**src/rtl/core/wit_pkg.sv**
```systemverilog
// Package for the watchdog/interval timer: operation and register codes,
// register bit constants and the prescaler tap function.
// No dependencies.
package wit_pkg;

  typedef enum logic [1:0] {
    OpTick  = 2'd0,
    OpRead  = 2'd1,
    OpWrite = 2'd2
  } op_e;

  typedef enum logic [1:0] {
    SelCtrlStat = 2'd0,
    SelCounter  = 2'd1,
    SelRstBase  = 2'd2,
    SelRstByte  = 2'd3
  } reg_sel_e;

  localparam logic [7:0] KeyCtrl    = 8'hA5;
  localparam logic [7:0] KeyData    = 8'h5A;
  localparam logic [7:0] CsWrMask   = 8'h67;
  localparam logic [7:0] CsRdSet    = 8'h18;
  localparam logic [5:0] RsRdSet    = 6'h3F;
  localparam logic [7:0] Unmapped   = 8'hFF;
  localparam logic [7:0] CountMax   = 8'hFF;
  localparam int unsigned PreWidth  = 12;

  // Control/status bit positions.
  localparam int unsigned CsOvf = 7;
  localparam int unsigned CsWdt = 6;
  localparam int unsigned CsTme = 5;
  // Reset status bit position of the output enable in written data.
  localparam int unsigned RsOe  = 6;

  // Low prescaler bits that must all be zero for the counter to advance.
  function automatic logic [PreWidth-1:0] pre_mask(input logic [2:0] cks);
    logic [PreWidth-1:0] m;
    m = '0;
    case (cks)
      3'd0:    m = 12'h001;
      3'd1:    m = 12'h01F;
      3'd2:    m = 12'h03F;
      3'd3:    m = 12'h07F;
      3'd4:    m = 12'h0FF;
      3'd5:    m = 12'h1FF;
      3'd6:    m = 12'h7FF;
      default: m = 12'hFFF;
    endcase
    return m;
  endfunction

endpackage

```
**src/rtl/core/wit_req_if.sv**
```systemverilog
// Request channel of the watchdog/interval timer: valid/ready and the item
// fields. Depends on nothing.
interface wit_req_if;
  logic       valid;
  logic       ready;
  logic [1:0] opcode;
  logic [1:0] reg_select;
  logic [7:0] write_key;
  logic [7:0] write_data;

  modport source (output valid, opcode, reg_select, write_key, write_data, input ready);
  modport sink   (input valid, opcode, reg_select, write_key, write_data, output ready);
endinterface

```
**src/rtl/core/wit_rsp_if.sv**
```systemverilog
// Result channel of the watchdog/interval timer: valid/ready and the result
// fields. Depends on nothing.
interface wit_rsp_if;
  logic       valid;
  logic       ready;
  logic [7:0] read_data;
  logic       irq_request;
  logic       chip_reset;

  modport source (output valid, read_data, irq_request, chip_reset, input ready);
  modport sink   (input valid, read_data, irq_request, chip_reset, output ready);
endinterface

```
**src/rtl/core/watchdog_interval_timer.sv**
```systemverilog
// Path: a request passes the input register, then the result register; timer
// state updates on the same edge as the result register loads.
// Throughput: one item per cycle, limited only by rsp_o.ready.
// Reset (rst_ni low, async): timer, control/status, reset status and both
// stages' valid flags clear; the reset status register present flag sets to 1.
// Depends on wit_pkg, wit_req_if, wit_rsp_if.
module watchdog_interval_timer (
  input  logic       clk_i,
  input  logic       rst_ni,
  input  logic       cfg_we_i,
  input  logic       cfg_wdata_i,
  wit_req_if.sink    req_i,
  wit_rsp_if.source  rsp_o
);

  // Configuration
  logic has_rsr_q;

  // Input stage
  logic       in_valid_q;
  logic [1:0] op_q;
  logic [1:0] sel_q;
  logic [7:0] key_q;
  logic [7:0] data_q;

  // Timer state
  logic [7:0]                   count_q, count_d;
  logic [7:0]                   cs_q, cs_d;
  logic                         cause_q, cause_d;
  logic                         oe_q, oe_d;
  logic                         seen_q, seen_d;
  logic [wit_pkg::PreWidth-1:0] pre_q, pre_d;

  // Result stage
  logic       out_valid_q;
  logic [7:0] rd_q, rd_d;
  logic       irq_q, irq_d;
  logic       rst_q, rst_d;

  logic advance;
  logic step;
  logic [wit_pkg::PreWidth-1:0] pre_inc;
  logic                         wrap_hit;

  assign advance     = !out_valid_q || rsp_o.ready;
  assign req_i.ready = !in_valid_q || advance;
  assign step        = in_valid_q && advance;

  assign pre_inc  = pre_q + 1'b1;
  assign wrap_hit = (pre_inc & wit_pkg::pre_mask(cs_q[2:0])) == '0;

  always_comb begin
    count_d = count_q;
    cs_d    = cs_q;
    cause_d = cause_q;
    oe_d    = oe_q;
    seen_d  = seen_q;
    pre_d   = pre_q;
    rd_d    = 8'h00;
    rst_d   = 1'b0;

    case (wit_pkg::op_e'(op_q))
      wit_pkg::OpTick: begin
        pre_d = pre_inc;
        if (cs_q[wit_pkg::CsTme] && wrap_hit) begin
          if (count_q != wit_pkg::CountMax) begin
            count_d = count_q + 8'd1;
          end else if (cs_q[wit_pkg::CsWdt]) begin
            // Watchdog expiry: record cause, pulse chip reset, clear the timer.
            cause_d = 1'b1;
            rst_d   = 1'b1;
            count_d = '0;
            cs_d    = '0;
            seen_d  = 1'b0;
            pre_d   = '0;
          end else begin
            count_d            = '0;
            cs_d[wit_pkg::CsOvf] = 1'b1;
          end
        end
      end
      wit_pkg::OpRead: begin
        case (wit_pkg::reg_sel_e'(sel_q))
          wit_pkg::SelCtrlStat: begin
            if (cs_q[wit_pkg::CsOvf]) seen_d = 1'b1;
            rd_d = cs_q | wit_pkg::CsRdSet;
          end
          wit_pkg::SelCounter: rd_d = count_q;
          wit_pkg::SelRstByte: rd_d = has_rsr_q ? {cause_q, oe_q, wit_pkg::RsRdSet}
                                                : wit_pkg::Unmapped;
          default: rd_d = wit_pkg::Unmapped;
        endcase
      end
      wit_pkg::OpWrite: begin
        if (wit_pkg::reg_sel_e'(sel_q) == wit_pkg::SelCtrlStat) begin
          if (key_q == wit_pkg::KeyCtrl) begin
            // Overflow flag clears only on a zero write after it was read as one.
            cs_d = (data_q & wit_pkg::CsWrMask);
            cs_d[wit_pkg::CsOvf] = cs_q[wit_pkg::CsOvf] &&
                                   !(!data_q[wit_pkg::CsOvf] && seen_q);
            seen_d = 1'b0;
            if (!data_q[wit_pkg::CsTme]) count_d = '0;
          end else if (key_q == wit_pkg::KeyData) begin
            count_d = data_q;
          end
        end else if (wit_pkg::reg_sel_e'(sel_q) == wit_pkg::SelRstBase && has_rsr_q) begin
          if (key_q == wit_pkg::KeyCtrl && data_q == 8'h00) begin
            cause_d = 1'b0;
          end else if (key_q == wit_pkg::KeyData) begin
            oe_d = data_q[wit_pkg::RsOe];
          end
        end
      end
      default: ;
    endcase

    irq_d = cs_d[wit_pkg::CsOvf] && !cs_d[wit_pkg::CsWdt];
  end

  always_ff @(posedge clk_i or negedge rst_ni) begin
    if (!rst_ni) begin
      has_rsr_q   <= 1'b1;
      in_valid_q  <= 1'b0;
      out_valid_q <= 1'b0;
      count_q     <= '0;
      cs_q        <= '0;
      cause_q     <= 1'b0;
      oe_q        <= 1'b0;
      seen_q      <= 1'b0;
      pre_q       <= '0;
    end else begin
      if (cfg_we_i) has_rsr_q <= cfg_wdata_i;
      if (req_i.ready) in_valid_q <= req_i.valid;
      if (advance) out_valid_q <= in_valid_q;
      if (step) begin
        count_q <= count_d;
        cs_q    <= cs_d;
        cause_q <= cause_d;
        oe_q    <= oe_d;
        seen_q  <= seen_d;
        pre_q   <= pre_d;
      end
    end
  end

  // Payload registers: hold while stalled.
  always_ff @(posedge clk_i) begin
    if (req_i.valid && req_i.ready) begin
      op_q   <= req_i.opcode;
      sel_q  <= req_i.reg_select;
      key_q  <= req_i.write_key;
      data_q <= req_i.write_data;
    end
    if (step) begin
      rd_q  <= rd_d;
      irq_q <= irq_d;
      rst_q <= rst_d;
    end
  end

  assign rsp_o.valid       = out_valid_q;
  assign rsp_o.read_data   = rd_q;
  assign rsp_o.irq_request = irq_q;
  assign rsp_o.chip_reset  = rst_q;

endmodule

```
**src/flat_wrapper.sv**
```systemverilog
// flat-port wrapper written by rule: the top's interface ports become plain ports
module watchdog_interval_timer_flat 
  (clk_i, rst_ni, cfg_we_i, cfg_wdata_i, req_i_valid, req_i_opcode, req_i_reg_select, req_i_write_key, req_i_write_data, req_i_ready, rsp_o_valid, rsp_o_read_data, rsp_o_irq_request, rsp_o_chip_reset, rsp_o_ready);
  wit_req_if req_i_i ();
  wit_rsp_if rsp_o_i ();
  input  logic clk_i;
  input  logic rst_ni;
  input  logic cfg_we_i;
  input  logic cfg_wdata_i;
  input wire logic [$bits(req_i_i.valid)-1:0] req_i_valid;
  input wire logic [$bits(req_i_i.opcode)-1:0] req_i_opcode;
  input wire logic [$bits(req_i_i.reg_select)-1:0] req_i_reg_select;
  input wire logic [$bits(req_i_i.write_key)-1:0] req_i_write_key;
  input wire logic [$bits(req_i_i.write_data)-1:0] req_i_write_data;
  output wire logic [$bits(req_i_i.ready)-1:0] req_i_ready;
  output wire logic [$bits(rsp_o_i.valid)-1:0] rsp_o_valid;
  output wire logic [$bits(rsp_o_i.read_data)-1:0] rsp_o_read_data;
  output wire logic [$bits(rsp_o_i.irq_request)-1:0] rsp_o_irq_request;
  output wire logic [$bits(rsp_o_i.chip_reset)-1:0] rsp_o_chip_reset;
  input wire logic [$bits(rsp_o_i.ready)-1:0] rsp_o_ready;
  assign req_i_i.valid = req_i_valid;
  assign req_i_i.opcode = req_i_opcode;
  assign req_i_i.reg_select = req_i_reg_select;
  assign req_i_i.write_key = req_i_write_key;
  assign req_i_i.write_data = req_i_write_data;
  assign req_i_ready = req_i_i.ready;
  assign rsp_o_valid = rsp_o_i.valid;
  assign rsp_o_read_data = rsp_o_i.read_data;
  assign rsp_o_irq_request = rsp_o_i.irq_request;
  assign rsp_o_chip_reset = rsp_o_i.chip_reset;
  assign rsp_o_i.ready = rsp_o_ready;
  watchdog_interval_timer u_core (.clk_i(clk_i), .rst_ni(rst_ni), .cfg_we_i(cfg_we_i), .cfg_wdata_i(cfg_wdata_i), .req_i(req_i_i), .rsp_o(rsp_o_i));
endmodule
```
**config.mk**
```make
export PLATFORM = sky130hd
export DESIGN_NAME = watchdog_interval_timer_flat
export DESIGN_NICKNAME = d
export VERILOG_FILES = /design/src/rtl/core/wit_pkg.sv /design/src/rtl/core/wit_req_if.sv /design/src/rtl/core/wit_rsp_if.sv /design/src/rtl/core/watchdog_interval_timer.sv /design/src/flat_wrapper.sv
export SDC_FILE = /design/constraint.sdc
export NUM_CORES = 1
export LEC_CHECK = 0
export BUFFER_PORTS_ARGS = -buffer_cell sky130_fd_sc_hd__clkbuf_2
export CAP_MARGIN = 25
export CORE_UTILIZATION = 48
export DETAILED_ROUTE_END_ITERATION = 7
export GPL_TIMING_DRIVEN = 0
export HOLD_SLACK_MARGIN = 0.12
export PLACE_DENSITY_LB_ADDON = 0.05
export SYNTH_ARGS = -nofsm -noshare
export SYNTH_HDL_FRONTEND = slang
export SYNTH_SLANG_ARGS = --single-unit
```
**constraint.sdc**
```tcl
create_clock -name clk_i -period 3.5 [get_ports clk_i]
set_clock_uncertainty 0.1 [all_clocks]
set_input_delay 0.35 -clock clk_i [delete_from_list [all_inputs] [get_ports clk_i]]
set_output_delay 0.35 -clock clk_i [all_outputs]
set_load 0.05 [all_outputs]
```
==> results.py, run 1 <==
metrics = {
    "grt": {
        "grt_usage_pct": 23.4,
        "grt-ovfl-total": 0,
        "grt_pass1_vias": 2576,
        "antenna_found_initial": 0,
        "grt_pass1_wl_um": 12600,
        "grt_start_max_net_pins": 33,
    },
    "sta": {
        "hold_viol": 0,
        "period_share_pct": 87.9,
        "max_slew_margin_pct": 32.3,
        "slew_viol_final": 0,
        "fmax_ghz": 0.325,
        "final-setup-viol-count": 0,
        "grt_setup_unrepaired": "no",
        "finalSetupTns_ns": 0,
        "fin_crit_ns": 3.08,
        "tightest_slew_ns": 1.01,
    },
    "yosys": {
        "yosysTopAreaCell": "edfxtp_1",
        "syn_inst": 318,
        "yosys_register_bits": 62,
        "yosysSeqAreaShare_pct": 53.1,
        "syn_area_per_cell_um2": 10.1,
        "synthTopCellsByArea": "edfxtp_1 28%, dfrtp_1 24%, nand2_1 4.3%",
        "syn-num-nets": 346,
        "synth_ff_type": "dfrtp_1",
        "synth-async-reset-ratio_pct": 51.6,
        "ys_warn_count": 0,
        "synth_top_area_share_pct": 28.1,
        "synth_edf_count": 30,
        "ys_types": 57,
        "netlist_area_um2": 3210,
    },
    "power_and_ir_drop": {
        "p_leak_nw": 1.57,
        "power_density_nw_per_um2": 470,
        "vdd.ir_drop.worst_mv": 0.306,
    },
    "placed_design": {
        "dp_hpwl_um": 5270,
        "place_congestion": 0.871,
        "portBuffers": 37,
    },
    "worst_setup_path": {
        "critPathMaxFanout": 7,
        "arrival_ns": 3.25,
        "crit_type": "register to register",
        "crit_slowest_cell": "o31ai_1",
        "cp.required_ns": 3.67,
        "start_kind": "register",
        "max_stage_delay_ns": 0.67,
        "end_kind": "register",
        "cp_cell_sequence": "nand3_1 -> nor3_1 -> mux2i_1 -> o32ai_2 -> o31ai_1 -> o21ai_0 -> a21oi_1",
    },
    "drt": {
        "ant_nets": 0,
        "routed_wl_um": 7700,
        "routedWlPerCell_um": 16.4,
        "viasPerCell": 5.96,
        "drc": 0,
        "via_count": 2800,
        "firstDrtPassIters": 5,
        "first_iter_violations": 176,
    },
    "die": {
        "placementRows": 29,
        "fp.dieW_um": 83.8,
        "dieArea_um2": 7010,
        "start_util_pct": 50.2,
        "die_height_um": 83.8,
        "core_um2": 6390,
        "pin_count": 38,
    },
    "clock_network": {
        "htreeDepth": 3,
        "root_buffer": "clkbuf_8",
        "cts.clk_slew.worst_paths_ns": 0.07,
        "cts_tree": "yes",
        "numCtsBuffers": 9,
        "cts.sinks": 62,
        "clk_latency_ns": 0.35,
        "cts_buffer_depth": 2,
    },
    "run_status": {
        "outcome": "finished clean",
    },
    "job": {
        "max_cap_viol_count": 0,
    },
    "final_layout": {
        "fill_cells": 555,
        "nets": 416,
        "syn2layout_area_growth_pct": 20.8,
        "drive_above_1_share_pct": 17.0,
        "num_antenna_cells": 0,
        "fin_util_pct": 60.7,
        "final_cell_mix": "37 x nand2_1, 37 x clkbuf_2, 31 x nor2_1, 31 x dfrtp_1, 30 x edfxtp_1",
    },
    "hold_path": {
        "hold_path_class": "primary input to register",
    },
}
[Yosys cell counts, drive strengths merged, types with 2 or more instances]
cell type,instances
nand2,37
dfrtp,31
nor2,31
edfxtp,30
o21ai,20
nand3,18
a21oi,16
a211oi,12
nor3,11
nand2b,8
nand4,8
nor2b,7
nor4,7
and3,6
clkbuf,6
buf,5
inv,5
a22o,4
a31oi,4
nor4bb,4
o21a,3
or3,3
a311oi,2
a32oi,2
and2,2
and4,2
ha,2
mux2,2
mux2i,2
nand3b,2
nor3b,2
o31ai,2
o41ai,2
or4,2
[cell families after synthesis]
kind of cell / Yosys count / share of synthesized area, %
compound gates: 79 / 17.0
mux: 4 / 1.33
xor+xnor: 1 / 0.273
fa+ha+maj: 2 / 0.780
simple gates: 153 / 24.8
flops: 62 / 53.1
buf+inv: 17 / 2.73
[final timing paths]
kind                                   start            endpoint  slack, ns  cells after the start
setup reg to reg             u_core.pre_q[0]   u_core.count_q[2]       0.42                      7
setup / recovery             u_core.pre_q[0]   u_core.count_q[2]       0.42                      7
min in group asynchronous             rst_ni   u_core.count_q[3]       0.55                      2
hold reg to reg            u_core.in_valid_q  u_core.rsp_o.valid       0.41                      1
max in group asynchronous             rst_ni      u_core.cs_q[7]       2.21                      2
hold / removal                   cfg_wdata_i    u_core.has_rsr_q       0.13                      2
[worst max-delay path, delay by kind of cell, from the launching register on]
family	cells	cell delay, ns
AO/OA/AOI/OAI	4	1.27
AND/OR/NAND/NOR	2	0.78
flip-flops	1	0.47
multiplexers	1	0.36
[stage by stage]
| stage | instance area [µm²] | hold WS [ns] | setup WS, ns | std cells | total power [W] |
|---|---|---|---|---|---|
| after floorplan | 3210 | -0.0456 | 0.854 | 318 | 0.00117 |
| after global placement | 3490 | 0.380 | 0.542 | 432 | 0.00127 |
| after detailed placement | 3490 | 0.401 | 0.478 | 432 | 0.00127 |
| after CTS | 3880 | 0.130 | 0.453 | 470 | 0.00183 |
| after global routing | 3880 | 0.123 | 0.195 | 470 | 0.00193 |
| final | 3880 | 0.130 | 0.422 | 470 | 0.00182 |
[routing by layer]
layer	vias up	wire length [µm]	track usage (%)
li1	1354	-	-
met2	87	3580	36.4
met3	11	351	5.34
met4	0	97	7.70
met5	-	0	0
met1	1348	3670	32.5
[repair_timing]
item                                   CTS  global route
buffers inserted                         0             0
endpoints found under the hold margin   52             0
hold buffers                            22             0
gates resized for setup                  0             0
[report_power, final]
group	switching (W)	internal, W
logic	0.000246	0.000150
registers	0.0000551	0.000831
clock network	0.000287	0.000254
total	0.000588	0.00123
[area by class of cell]
type | count | area, µm² | share of cell area (%)
clock inverters | 6 | 38.8 | 1.00
plain buffers | 11 | 65.1 | 1.68
well taps | 77 | 96.3 | 2.49
inverters | 6 | 22.5 | 0.581
clock buffers | 10 | 128 | 3.29
multi-input cells | 239 | 1420 | 36.6
repair buffers | 59 | 405 | 10.5
flip-flops and latches | 62 | 1700 | 43.9
[registers in the layout, indices dropped and copies added, names as in the netlist]
signal / count
u_core.count_q: 8
u_core.has_rsr_q: 1
u_core.rsp_o.valid: 1
u_core.sel_q: 2
u_core.pre_q: 12
u_core.rsp_o.read_data: 8
u_core.rsp_o.chip_reset: 1
u_core.cause_q: 1
u_core.oe_q: 1
u_core.key_q: 8
u_core.rsp_o.irq_request: 1
u_core.op_q: 2
u_core.in_valid_q: 1
u_core.cs_q: 6
u_core.seen_q: 1
u_core.data_q: 8
No activity file was read; power rests on OpenSTA's default activity.
==> inputs of run 2 (changes only) <==
GPL_TIMING_DRIVEN = default   (was 0)
RECOVER_POWER = 25   (was default)
==> run 2 against run 1 <==
Effect of this change:
- the run now ends with capacitance limit, slew limit left
- first-iteration DRC count rose by 9.7%
- cell count is 1.7% lower
- hold slack gained 0.0069 ns
- largest power group unchanged
- clock power up 16%
- sequential cell count is the same
- count of clock-buffer cells in the layout decreased by 1
- register-to-register slack got worse by 0.12 ns
- critical path type unchanged
- final area down 0.58%
==> results.py, run 2 (synthesized netlist as in run 1, its figures left out) <==
metrics = {
    "sta": {
        "fmax_ghz": 0.313,
        "tightest_slew_ns": 1.83,
        "finalSetupTns_ns": 0,
        "hold_viol": 0,
        "fin_crit_ns": 3.20,
        "setup_slack_ns": 0.301,
        "final-setup-viol-count": 0,
        "max_slew_margin_pct": -21.8,
        "grt_setup_unrepaired": "no",
        "period_share_pct": 91.4,
        "slew_viol_final": 33,
    },
    "final_layout": {
        "final_cell_mix": "37 x nand2_1, 31 x nor2_1, 31 x dfrtp_1",
        "top_register": "u_core.pre_q",
        "final_cells": 462,
        "layout_commonest_cell": "nand2_1",
        "nets": 408,
        "drive_above_1_share_pct": 14.8,
        "largest_reg_flops": 12,
        "syn2layout_area_growth_pct": 20.1,
        "num_antenna_cells": 0,
    },
    "worst_setup_path": {
        "arrival_ns": 3.35,
        "max_stage_delay_ns": 0.56,
        "start_kind": "register",
        "crit_family": "simple AND/OR/NAND/NOR gates",
        "path_buf_inv": 0,
        "cp.required_ns": 3.65,
        "end_kind": "register",
        "crit_type": "register to register",
        "reg2reg_depth": 8,
        "critPathMaxFanout": 19,
        "crit_slowest_cell": "or3_1",
        "cpMostUsedCell": "or3_1",
        "cp_cell_sequence": "ha_1 -> nand4_1 -> or3_1 -> and4_1 -> o32ai_2 -> or3_1 -> nand3_1 -> o31ai_1",
        "path_depth": 8,
    },
    "clock_network": {
        "cts.clk_slew.worst_paths_ns": 0.08,
        "numCtsBuffers": 9,
        "cts_setup_buffers": 0,
        "cts_buffer_depth": 2,
        "clk_latency_ns": 0.35,
        "cts.sinks": 62,
        "root_buffer": "clkbuf_8",
        "htreeDepth": 3,
        "cts_tree": "yes",
    },
    "grt": {
        "grt_pass1_vias": 2565,
        "grt_start_max_net_pins": 33,
        "grt-ovfl-total": 0,
        "antenna_found_initial": 0,
        "grt_pass1_wl_um": 12600,
        "grt_usage_pct": 22.8,
    },
    "drt": {
        "drc": 0,
        "viasPerCell": 5.89,
        "first_iter_violations": 193,
        "routedWlPerCell_um": 15.9,
        "ant_nets": 0,
        "routed_wl_um": 7350,
        "firstDrtPassIters": 4,
        "via_count": 2720,
    },
    "power_and_ir_drop": {
        "p_leak_nw": 1.54,
        "vdd.ir_drop.worst_mv": 0.302,
        "power_density_nw_per_um2": 493,
    },
    "run_status": {
        "violations": "capacitance limit, slew limit",
        "outcome": "finished with violations",
    },
    "placed_design": {
        "dp_cells": 424,
        "place_congestion": 0.900,
        "dp_hpwl_um": 5020,
        "post-place-ws_ns": 0.344,
        "portBuffers": 37,
    },
    "die": {
        "dieArea_um2": 7010,
        "pin_count": 38,
        "start_util_pct": 50.2,
        "placementRows": 29,
        "fp.dieW_um": 83.8,
        "core_um2": 6390,
        "die_height_um": 83.8,
    },
    "job": {
        "max_cap_viol_count": 1,
    },
    "hold_path": {
        "hold_path_class": "primary input to register",
        "min_path_cells": 2,
    },
}
## run 2: cell count changes in the layout (fill, tap and decap cells not counted), sizes merged
cell / change
clkbuf: -7
buf: -2
clkinv: -2
bufinv: +1
inv: +2
## run 2: path summary, 6_finish.rpt
check                                   from                  to  slack, ns
setup / recovery             u_core.pre_q[0]    u_core.pre_q[11]       0.30
min in group asynchronous             rst_ni   u_core.count_q[3]       0.93
setup reg to reg             u_core.pre_q[0]    u_core.pre_q[11]       0.30
max in group asynchronous             rst_ni      u_core.cs_q[6]       1.30
hold / removal                   cfg_wdata_i    u_core.has_rsr_q       0.14
hold reg to reg            u_core.in_valid_q  u_core.rsp_o.valid       0.41
## run 2: per-layer routing
layer	wire length [µm]	part of all wire [%]	GRT usage (%)	up-vias
met5	0	0	0	-
met4	139	1.9	9.86	0
met3	345	4.7	3.36	12
met2	3280	45	34.5	87
met1	3580	49	32.6	1286
li1	-	-	-	1335
## run 2: power breakdown
part,leakage [nW],total (W),switching (W),internal [W]
Combinational,0.786,0.000367,0.000223,0.000144
Clock,0.0960,0.000626,0.000296,0.000331
Sequential,0.663,0.000907,0.0000766,0.000830
Total,1.54,0.00190,0.000595,0.00130
## run 2: final cells by class
cell class                 instances  area [µm²]
clock buffer                       9         124
clock inverter                     7        72.6
fill                             528        2530
inverter                           6        22.5
multi-input combinational        239        1420
sequential                        62        1700
tap                               77        96.3
timing repair buffer              62         418
## run 2: worst register-to-register path: stages (launching register included)
cell	delay, ns
dfrtp_1	0.47
ha_1	0.28
nand4_1	0.31
or3_1	0.40
and4_1	0.23
o32ai_2	0.40
or3_1	0.56
nand3_1	0.15
o31ai_1	0.22
## run 2: per-stage QoR
stage | instance area (µm²) | util (%) | hold slack [ns] | power (W)
global route | 3850 | 60.3 | 0.145 | 0.00200
finish | 3850 | 60.3 | 0.137 | 0.00190
floorplan | 3210 | - | -0.0456 | 0.00117
CTS | 3860 | 60.5 | 0.121 | 0.00192
detailed placement | 3450 | 54.0 | 0.393 | 0.00127
global placement | 3450 | 54.0 | 0.395 | 0.00126
## run 2: timing repair
item | in CTS | in global routing
hold endpoints to repair | 52 | 0
gates resized for setup | 0 | 0
hold buffers | 22 | 0
==> inputs of run 3 (changes only) <==
REMOVE_ABC_BUFFERS = 1   (was default)
==> run 3 against run 2 <==
Effect of this change:
- the flow still finishes with violations (capacitance limit, slew limit)
- worst setup slack gained 0.18 ns
- hold slack gained 0.027 ns
- final area is essentially flat
- combinational power is essentially flat
- sequential cell count is the same
- utilization grew 0.059 points
- global-route usage shrank 0.12 points
- wire length grew 3.4%
- count of clock-buffer cells in the layout is the same
- critical endpoint is now u_core.cs_q[1]
- largest cell class unchanged
- largest power group unchanged
- highest routed layer unchanged
==> results.py, run 3 (synthesized netlist as in run 1, its figures left out) <==
metrics = {
    "run_status": {
        "outcome": "finished with violations",
        "violations": "capacitance limit, slew limit",
    },
    "hold_path": {
        "hold_path_end": "u_core.has_rsr_q",
        "min-delay-start": "cfg_wdata_i",
        "min_path_cells": 2,
        "hold_path_class": "primary input to register",
    },
    "drt": {
        "met3WireLength_um": 384,
        "routed.top_layer": "met4",
        "routedWlPerCell_um": 16.4,
        "wirelength_met1_um": 3530,
        "ant_nets": 0,
        "viasPerCell": 5.94,
        "via_count": 2744,
        "met2_length_um": 3590,
        "routed_wl_um": 7600,
        "firstDrtPassIters": 4,
        "first_iter_violations": 247,
        "drc": 0,
    },
    "worst_setup_path": {
        "crit_family": "simple AND/OR/NAND/NOR gates",
        "critPathMaxFanout": 8,
        "max_stage_delay_ns": 0.47,
        "cp.required_ns": 3.67,
        "reg2reg_depth": 8,
        "crit_type": "register to register",
        "crit_slowest_cell": "dfrtp_1",
        "arrival_ns": 3.18,
        "start_kind": "register",
        "rr_endpoint": "u_core.cs_q[1]",
        "cp_cell_sequence": "ha_1 -> nand4_1 -> or3_1 -> and4_1 -> o32ai_2 -> nor4_1 -> o21ai_0 -> a22o_1",
        "rr_startpoint": "u_core.pre_q[0]",
        "path_buf_inv": 0,
        "r2r_setup_slack_ns": 0.49,
        "end_kind": "register",
    },
    "power_and_ir_drop": {
        "power_density_nw_per_um2": 492,
        "vdd.ir_drop.worst_mv": 0.302,
        "p_leak_nw": 1.53,
    },
    "sta": {
        "period_share_pct": 86.1,
        "grt_setup_unrepaired": "no",
        "hold_viol": 0,
        "fin_crit_ns": 3.01,
        "slew_viol_final": 33,
        "finalSetupTns_ns": 0,
        "fmax_ghz": 0.332,
        "tightest_slew_ns": 1.85,
        "max_slew_margin_pct": -23.6,
        "setup_slack_ns": 0.485,
        "whs_ns": 0.163,
        "final-setup-viol-count": 0,
    },
    "final_layout": {
        "num_antenna_cells": 0,
        "fin_util_pct": 60.4,
        "nets": 408,
        "largest_reg_flops": 12,
        "layout_commonest_cell": "nand2_1",
        "syn2layout_area_growth_pct": 20.2,
        "drive_above_1_share_pct": 14.3,
        "final_cell_mix": "37 x nand2_1, 31 x nor2_1, 31 x dfrtp_1",
        "top_register": "u_core.pre_q",
    },
    "clock_network": {
        "root_buffer": "clkbuf_8",
        "cts_buffer_depth": 2,
        "htreeDepth": 3,
        "clk_latency_ns": 0.33,
        "cts.clk_slew.worst_paths_ns": 0.07,
        "cts_tree": "yes",
        "cts.sinks": 62,
        "numCtsBuffers": 9,
    },
    "grt": {
        "grt_pass1_wl_um": 12400,
        "antenna_found_initial": 0,
        "grt_start_max_net_pins": 33,
        "grt_usage_pct": 22.7,
        "grt-ovfl-total": 0,
        "grt_pass1_vias": 2585,
    },
    "placed_design": {
        "place_congestion": 0.837,
        "post-place-ws_ns": 0.301,
        "portBuffers": 37,
        "dp_hpwl_um": 5130,
    },
    "job": {
        "max_cap_viol_count": 1,
    },
    "die": {
        "start_util_pct": 50.2,
        "placementRows": 29,
        "fp.dieW_um": 83.8,
        "core_um2": 6390,
        "die_height_um": 83.8,
        "pin_count": 38,
        "dieArea_um2": 7010,
    },
}
run 3: through the flow:
stage / instance area (µm²) / instances / power (W)
finish: 3860 / 462 / 0.00190
global route: 3860 / 462 / 0.00201
CTS: 3870 / 462 / 0.00191
detailed placement: 3450 / 424 / 0.00127
global placement: 3450 / 424 / 0.00126
floorplan: 3140 / 307 / 0.00117
run 3: report_power, final:
group	internal, W	switching, W	leakage [nW]	total, W
Clock	0.000329	0.000291	0.0914	0.000621
Combinational	0.000143	0.000223	0.779	0.000366
Sequential	0.000830	0.0000789	0.663	0.000909
Total	0.00130	0.000593	1.53	0.00190
run 3: layer usage:
layer	GRT usage, %	vias up
li1	-	1333
met1	32.6	1314
met2	34.9	88
met3	3.36	9
met4	8.32	0
met5	0	-
run 3: worst max-delay path by stage:
stage | start | endpoint | slack, ns | depth (start not counted)
global route | u_core.pre_q[0] | u_core.count_q[4] | 0.29 | 8
finish | u_core.pre_q[0] | u_core.cs_q[1] | 0.49 | 8
floorplan | u_core.pre_q[0] | u_core.pre_q[10] | 0.73 | 8
detailed placement | u_core.pre_q[0] | u_core.pre_q[11] | 0.30 | 8
global placement | u_core.pre_q[0] | u_core.pre_q[10] | 0.43 | 8
CTS | u_core.pre_q[0] | u_core.pre_q[11] | 0.25 | 8
run 3: worst reg2reg max path, delay by kind of cell, from the launching register on:
kind / cells / cell delay [ns]
and+or+nand+nor: 4 / 1.07
AOI/OAI and AO/OA: 3 / 1.03
DFF: 1 / 0.47
adders and majority gates: 1 / 0.29
run 3: repair_timing:
action | in CTS | in global routing
endpoints found under the hold margin | 52 | 0
endpoints found under the setup margin | 0 | 1
hold buffers | 22 | 0
buffers inserted | 0 | 0
gates resized for setup | 0 | 1
run 3: area by class of cell:
class | instances | area [µm²]
Fill cell | 547 | 2530
Tap cell | 77 | 96.3
Timing Repair Buffer | 62 | 414
Multi-Input combinational cell | 239 | 1420
Sequential cell | 62 | 1700
Clock buffer | 9 | 124
Clock inverter | 7 | 75.1
Inverter | 6 | 22.5
